**src/design/ctr_pkg.sv**
```systemverilog
`timescale 1ns / 1ps
// ----------------------------------------------------------------------------
// ctr_pkg
// Shared types and constants for the constant-period trajectory resampler.
// ----------------------------------------------------------------------------
package ctr_pkg;

  localparam int unsigned MAX_SAMPLES = 64;
  localparam int unsigned IDX_W = 7;
  localparam logic [31:0] PERIOD_RESET = 32'h0001_0000;

  typedef enum logic {
    STATUS_OK       = 1'b0,
    STATUS_OVERFLOW = 1'b1
  } status_t;

  typedef struct packed {
    logic [31:0]        point_time;
    logic signed [31:0] point_x;
    logic signed [31:0] point_y;
    logic signed [31:0] point_heading;
    logic signed [31:0] point_lin_speed;
    logic signed [31:0] point_ang_speed;
    logic               final_point;
  } in_item_t;

  typedef struct packed {
    logic [IDX_W-1:0]   sample_index;
    logic [31:0]        sample_time;
    logic signed [31:0] sample_x;
    logic signed [31:0] sample_y;
    logic signed [31:0] sample_heading;
    logic signed [31:0] sample_lin_speed;
    logic signed [31:0] sample_ang_speed;
    status_t            status_code;
    logic               run_end;
    logic               trajectory_end;
  } out_item_t;

endpackage

```
**src/design/constant_period_trajectory_resampler_core.sv**
```systemverilog
`timescale 1ns / 1ps
// ----------------------------------------------------------------------------
// constant_period_trajectory_resampler_core
// Resamples trajectory points onto a fixed time grid by linear interpolation.
// ----------------------------------------------------------------------------
// One point is taken at a time. Each interpolated sample runs through the
// grid check, the bit-serial restoring divider that gives the 32-bit fraction,
// the shared 32x32 multiplier for each of the 5 fields, a step that forms the
// next grid time (it decides run_end) and the load of the output register. A
// sample copied from the previous point skips the divide and the multiplies.
// The grid time is built with the same multiplier (period times index) in the
// cycle after the transfer. A stalled output register holds the sequencer until
// it frees up. in_stall stays high until every result of the current point has
// been transferred.
module constant_period_trajectory_resampler_core
  import ctr_pkg::*;
(
  input  logic      clk,
  input  logic      rst_n,
  input  logic      cfg_we,
  input  logic [31:0] cfg_wdata,
  input  logic      in_valid,
  output logic      in_stall,
  input  in_item_t  in_data,
  input  logic      out_stall,
  output logic      out_valid,
  output out_item_t out_data
);

  typedef enum logic [3:0] {
    S_IDLE, S_GRID, S_GCHK, S_DIV, S_FLD, S_ACC, S_LOOK, S_EMIT, S_FIN, S_DONE
  } state_t;

  state_t            state_r;
  logic [31:0]       period_r;
  logic [31:0]       prev_time_r;
  logic signed [31:0] prev_v_r [5];
  logic [IDX_W-1:0]  count_r;
  logic              started_r;
  in_item_t          cur_r;
  logic [63:0]       grid_r;
  logic [63:0]       nxt_grid_r;
  logic              more_r;
  // divider
  logic [63:0]       rem_r;
  logic [31:0]       quo_r;
  logic [31:0]       den_r;
  logic [5:0]        dstep_r;
  logic [2:0]        fld_r;
  logic              copy_r;
  logic [63:0]       prod_r;
  logic signed [31:0] res_r [5];
  logic              out_valid_r;
  out_item_t         out_r;

  logic [IDX_W-1:0] count_inc;
  assign count_inc = count_r + IDX_W'(1);

  // shared multiplier
  logic [31:0] mul_a, mul_b;
  logic [63:0] mul_p;
  assign mul_p = {32'd0, mul_a} * {32'd0, mul_b};

  logic signed [31:0] v1_sel, v0_sel;
  logic signed [32:0] diff;
  logic        [31:0] mag;
  always_comb begin
    unique case (fld_r)
      3'd0: v1_sel = cur_r.point_x;
      3'd1: v1_sel = cur_r.point_y;
      3'd2: v1_sel = cur_r.point_heading;
      3'd3: v1_sel = cur_r.point_lin_speed;
      default: v1_sel = cur_r.point_ang_speed;
    endcase
    v0_sel = prev_v_r[fld_r];
    diff = {v1_sel[31], v1_sel} - {v0_sel[31], v0_sel};
    mag = diff[32] ? 32'(-diff) : diff[31:0];
    if (state_r == S_GRID) begin
      mul_a = period_r;
      mul_b = {{(32-IDX_W){1'b0}}, count_r};
    end else if (state_r == S_LOOK) begin
      mul_a = period_r;
      mul_b = {{(32-IDX_W){1'b0}}, count_inc};
    end else begin
      mul_a = mag;
      mul_b = quo_r;
    end
  end

  logic [64:0] trial;
  assign trial = {rem_r, 1'b0} - {1'b0, den_r, 32'd0};

  assign in_stall  = (state_r != S_IDLE) || out_valid_r;
  assign out_valid = out_valid_r;
  assign out_data  = out_r;

  wire accept  = in_valid && !in_stall;
  wire out_go  = out_valid_r && !out_stall;
  wire out_load = (state_r == S_IDLE && accept && !started_r) ||
                  ((state_r == S_EMIT || state_r == S_FIN) && (!out_valid_r || out_go));

  always_ff @(posedge clk) begin
    if (!rst_n) begin
      state_r     <= S_IDLE;
      period_r    <= PERIOD_RESET;
      prev_time_r <= '0;
      for (int i = 0; i < 5; i++) prev_v_r[i] <= '0;
      count_r     <= '0;
      started_r   <= 1'b0;
      out_valid_r <= 1'b0;
    end else begin
      if (cfg_we) period_r <= cfg_wdata;
      if (out_load) out_valid_r <= 1'b1;
      else if (out_go) out_valid_r <= 1'b0;
      unique case (state_r)
        S_IDLE: if (accept) begin
          cur_r <= in_data;
          if (!started_r) begin
            out_r <= '{sample_index: '0, sample_time: in_data.point_time,
                       sample_x: in_data.point_x, sample_y: in_data.point_y,
                       sample_heading: in_data.point_heading,
                       sample_lin_speed: in_data.point_lin_speed,
                       sample_ang_speed: in_data.point_ang_speed,
                       status_code: STATUS_OK, run_end: !in_data.final_point,
                       trajectory_end: 1'b0};
            started_r   <= 1'b1;
            count_r     <= IDX_W'(1);
            state_r     <= S_DONE;
          end else begin
            state_r <= S_GRID;
          end
        end
        S_GRID: begin
          grid_r  <= mul_p;
          state_r <= S_GCHK;
        end
        S_GCHK: begin
          if (count_r < IDX_W'(MAX_SAMPLES) && {32'd0, cur_r.point_time} > grid_r) begin
            if (grid_r[31:0] <= prev_time_r || cur_r.point_time <= prev_time_r) begin
              copy_r  <= 1'b1;
              state_r <= S_LOOK;
            end else begin
              copy_r  <= 1'b0;
              rem_r   <= {grid_r[31:0] - prev_time_r, 32'd0};
              den_r   <= cur_r.point_time - prev_time_r;
              quo_r   <= '0;
              dstep_r <= '0;
              state_r <= S_DIV;
            end
          end else begin
            state_r <= S_DONE;
          end
        end
        S_DIV: begin
          // one quotient bit per cycle over the 64-bit dividend e << 32
          if (!trial[64]) begin
            rem_r <= trial[63:0];
            quo_r <= {quo_r[30:0], 1'b1};
          end else begin
            rem_r <= {rem_r[62:0], 1'b0};
            quo_r <= {quo_r[30:0], 1'b0};
          end
          dstep_r <= dstep_r + 6'd1;
          if (dstep_r == 6'd31) begin
            fld_r   <= '0;
            state_r <= S_FLD;
          end
        end
        S_FLD: begin
          prod_r  <= mul_p;
          state_r <= S_ACC;
        end
        S_ACC: begin
          res_r[fld_r] <= diff[32] ? v0_sel - $signed(prod_r[63:32])
                                   : v0_sel + $signed(prod_r[63:32]);
          if (fld_r == 3'd4) state_r <= S_LOOK;
          else begin
            fld_r   <= fld_r + 3'd1;
            state_r <= S_FLD;
          end
        end
        S_LOOK: begin
          // next grid time tells whether this sample is the point's last
          nxt_grid_r <= mul_p;
          more_r     <= (count_inc < IDX_W'(MAX_SAMPLES)) &&
                        ({32'd0, cur_r.point_time} > mul_p);
          state_r    <= S_EMIT;
        end
        S_EMIT: if (!out_valid_r || out_go) begin
          out_r.sample_index   <= count_r;
          out_r.sample_time    <= grid_r[31:0];
          out_r.sample_x       <= copy_r ? prev_v_r[0] : res_r[0];
          out_r.sample_y       <= copy_r ? prev_v_r[1] : res_r[1];
          out_r.sample_heading <= copy_r ? prev_v_r[2] : res_r[2];
          out_r.sample_lin_speed <= copy_r ? prev_v_r[3] : res_r[3];
          out_r.sample_ang_speed <= copy_r ? prev_v_r[4] : res_r[4];
          out_r.status_code    <= STATUS_OK;
          out_r.trajectory_end <= 1'b0;
          // a final point always adds its own result, or an overflow record, after the samples
          out_r.run_end        <= !cur_r.final_point && !more_r;
          count_r     <= count_inc;
          grid_r      <= nxt_grid_r;
          state_r     <= S_GCHK;
        end
        S_DONE: if (!out_valid_r || out_go) begin
          // all samples of this point have gone or are in the output register
          prev_time_r <= cur_r.point_time;
          prev_v_r[0] <= cur_r.point_x;
          prev_v_r[1] <= cur_r.point_y;
          prev_v_r[2] <= cur_r.point_heading;
          prev_v_r[3] <= cur_r.point_lin_speed;
          prev_v_r[4] <= cur_r.point_ang_speed;
          state_r <= cur_r.final_point ? S_FIN : S_IDLE;
        end
        S_FIN: if (!out_valid_r || out_go) begin
          if (count_r >= IDX_W'(MAX_SAMPLES)) begin
            out_r <= '{sample_index: '0, sample_time: '0, sample_x: '0,
                       sample_y: '0, sample_heading: '0, sample_lin_speed: '0,
                       sample_ang_speed: '0, status_code: STATUS_OVERFLOW,
                       run_end: 1'b1, trajectory_end: 1'b1};
          end else begin
            out_r <= '{sample_index: count_r, sample_time: cur_r.point_time,
                       sample_x: cur_r.point_x, sample_y: cur_r.point_y,
                       sample_heading: cur_r.point_heading,
                       sample_lin_speed: cur_r.point_lin_speed,
                       sample_ang_speed: cur_r.point_ang_speed,
                       status_code: STATUS_OK, run_end: 1'b1,
                       trajectory_end: 1'b1};
          end
          started_r   <= 1'b0;
          count_r     <= '0;
          state_r     <= S_IDLE;
        end
        default: state_r <= S_IDLE;
      endcase
    end
  end

endmodule

```
**config.mk**
```make
export PLATFORM = sky130hd
export DESIGN_NAME = constant_period_trajectory_resampler_core
export DESIGN_NICKNAME = d
export VERILOG_FILES = /design/src/design/ctr_pkg.sv /design/src/design/constant_period_trajectory_resampler_core.sv
export SDC_FILE = /design/constraint.sdc
export NUM_CORES = 2
export LEC_CHECK = 0
export BUFFER_PORTS_ARGS = -buffer_cell sky130_fd_sc_hd__buf_2
export CORE_MARGIN = 2
export CORE_UTILIZATION = 35
export DETAILED_ROUTE_END_ITERATION = 10
export PLACE_DENSITY = 0.54
export SLEW_MARGIN = 20
export SYNTH_ARGS = -nofsm -noshare
export SYNTH_HDL_FRONTEND = slang
export SYNTH_SLANG_ARGS = --single-unit
export TNS_END_PERCENT = 10
```
**constraint.sdc**
```tcl
create_clock -name clk -period 62.3 [get_ports clk]
set_input_delay 18.69 -clock clk [delete_from_list [all_inputs] [get_ports clk]]
set_output_delay 18.69 -clock clk [all_outputs]
set_load 0.01 [all_outputs]
```
==> impl_metrics.yaml <==
detailed_routing:
  drc_errors: 0
  first_iter_violations: 5920
  routed_wl_um: 281000
  vias_per_cell: 5.30
  vias: 63400
  wl_per_cell_um: 23.5
  detail-route-antenna-nets: 0
  first_pass_iters: 7
worst_setup_path:
  crit_family: "buffers and inverters"
  worst_ep_required_time_ns: 62.69
  crit_path_top_delay_cell: "buf_4"
  crit_chain: "buf_2, inv_1, o31a_1, nand2b_1, nor2_4, buf_4, buf_4"
  critPathMaxStageDelay_ns: 0.91
  path_max_fanout: 86
  end_kind: "flop"
  cp_common_cell: "buf_4"
  crit_path_start_kind: "input pin"
  cp.arrival_ns: 21.80
  critPathBufInv: 4
  worstSetupPathType: "in2reg"
global_routing:
  grt-ovfl-total: 0
  grt_max_degree: 121
  track_usage: 0.221
  grt_pass1_wl_um: 420000
  grt_pass1_vias: 64900
  antenna_found_initial: 26
clock_network:
  post_cts_buffers: 0
  tritoncts: "done"
  cts.repair.resized: 0
  clk-insertion-delay-late_ns: 0.76
  htree_levels: 3
  ctsRootBufferMaster: "clkbuf_16"
  clk_path_buf_depth: 3
  clkTransAtPathRegs_ns: 0.07
  cts_sinks: 1062
  cts_buffers: 105
  ctsHoldBuffers: 0
timing:
  setup_viol: 0
  period_needed_ns: 21.41
  period_share: 0.344
  max_freq_mhz: 46.7
  hold_viol: 0
  skew_ns: 0.0600
  tns_ns: 0
  drv_slew: 0
  max_slew.worst_pin.slew_ns: 1.12
  slew_headroom: 0.254
  rsz0062_at_grt: "no"
die:
  die_h_um: 502
  fp.coreArea_sq_um: 246000
  dieArea_sq_um: 252000
  start_util: 0.352
  rows: 182
  die_x_um: 502
  ios: 434
logic_synthesis:
  synth_edf_count: 982
  async_flop_share: 0
  synthCells: 8276
  synth_top_area_frac: 0.340
  yosys_warnings: 0
  yosys-top-cells-area: "edfxtp_1 34%, fa_1 21%, ha_1 7.1%, inv_1 5.3%, nand2_1 3.5%"
  yosys-top-cells-count: "1,229 x inv_1, 982 x edfxtp_1, 901 x fa_1, 808 x nand2_1, 494 x ha_1"
  yosysSeqAreaShare: 0.359
  synthDistinctLibCells: 79
  synth_area_per_cell_sq_um: 10.5
  syn_area_sq_um: 86700
  synth_ff_type: "edfxtp_1"
  synth_top_area_cell: "edfxtp_1"
  synth_nets: 9901
  synth-seq-cells: 1062
  yosysMostFrequentCell: "inv_1"
place:
  port_buffers: 433
  dp_hpwl_um: 212000
  place_congestion: 0.916
job:
  drv_cap: 0
cells_and_area:
  multi_input_area_sq_um: 49700
  drive_gt1_frac: 0.102
  synthToLayoutAreaGrowth_pct: 11.2
  nFillCells: 24000
  nets: 10200
  ff_latch_area_sq_um: 31100
outcome:
  status: "complete, no violations"
hold_path:
  min_path_type: "reg2reg"
-- metrics by stage --
stage / instance area (sq um) / hold slack (ns) / instances / setup slack [ns] / utilization
floorplan: 86700 / 0.442 / 8276 / 29.05 / -
global placement: 92800 / 0.487 / 11800 / 40.20 / 0.377
detailed placement: 92800 / 0.491 / 11800 / 40.12 / 0.377
CTS: 96300 / 0.505 / 12000 / 40.96 / 0.391
global route: 96400 / 0.517 / 12000 / 40.76 / 0.392
finish: 96400 / 0.505 / 12000 / 40.89 / 0.392
-- area by class of cell --
class,count,area share
multi-input combinational,5579,0.516
timing repair buffer,573,0.0336
sequential,1062,0.323
antenna,12,0.000312
tap,3312,0.0430
clock inverter,71,0.00810
inverter,1229,0.0479
clock buffer,125,0.0288
-- final timing paths --
| path | from | to | slack [ns] | depth (start not counted) |
|---|---|---|---|---|
| max | in_valid | out_data[148] | 40.89 | 7 |
| min | nxt_grid_r[34] | grid_r[34] | 0.50 | 2 |
| max reg2reg | fld_r[1] | more_r | 43.11 | 66 |
| min reg2reg | nxt_grid_r[34] | grid_r[34] | 0.50 | 2 |
-- per-layer routing --
metal	GRT usage	part of all wire
met5	0	0.00017
met4	0.0874	0.038
met3	0.0337	0.073
met2	0.352	0.46
met1	0.303	0.43
-- state kept, by name, summed over array words and instances, names as in the netlist, named ones only --
name         cells
rem_r           32
dstep_r          6
fld_r            3
grid_r          64
state_r          4
prev_v_r       160
copy_r           1
den_r           32
prod_r          32
out_data       202
period_r        32
out_valid        1
started_r        1
nxt_grid_r      64
res_r          160
cur_r          193
count_r          7
more_r           1
prev_time_r     32
quo_r           32
-- logic make-up after synthesis --
logic type | count (synthesis) | synth area share
buf+inv | 1635 | 0.0710
simple gates | 2248 | 0.124
flops | 1062 | 0.359
xor+xnor | 254 | 0.0257
compound gates | 1410 | 0.105
mux | 272 | 0.0363
fa+ha+maj | 1395 | 0.279
-- worst reg2reg max path: cells and delay by family (launching register included) --
kind,cells,cell delay [ns]
AOI/OAI and AO/OA,20,5.69
xor gates and xnor gates,2,0.81
adders and majority gates,13,4.99
buffers and inverters,14,2.15
DFF,1,0.53
and+or+nand+nor,17,4.85
-- cell usage in the layout (no fill, tap or decap), drive strengths merged, types with 64 or more instances in the layout --
cell	n
inv	1236
edfxtp	982
fa	901
nand2	808
buf	573
ha	494
nor2	464
and2	440
o21ai	395
a21oi	290
a22oi	225
mux2i	219
a21o	148
xnor2	130
clkbuf	125
xor2	124
nand3	103
and3	86
dfxtp	80
nand2b	70
nor3	64
Power is not shown: default switching activity piles up to over one toggle a cycle in this logic, so the estimate is an artifact.
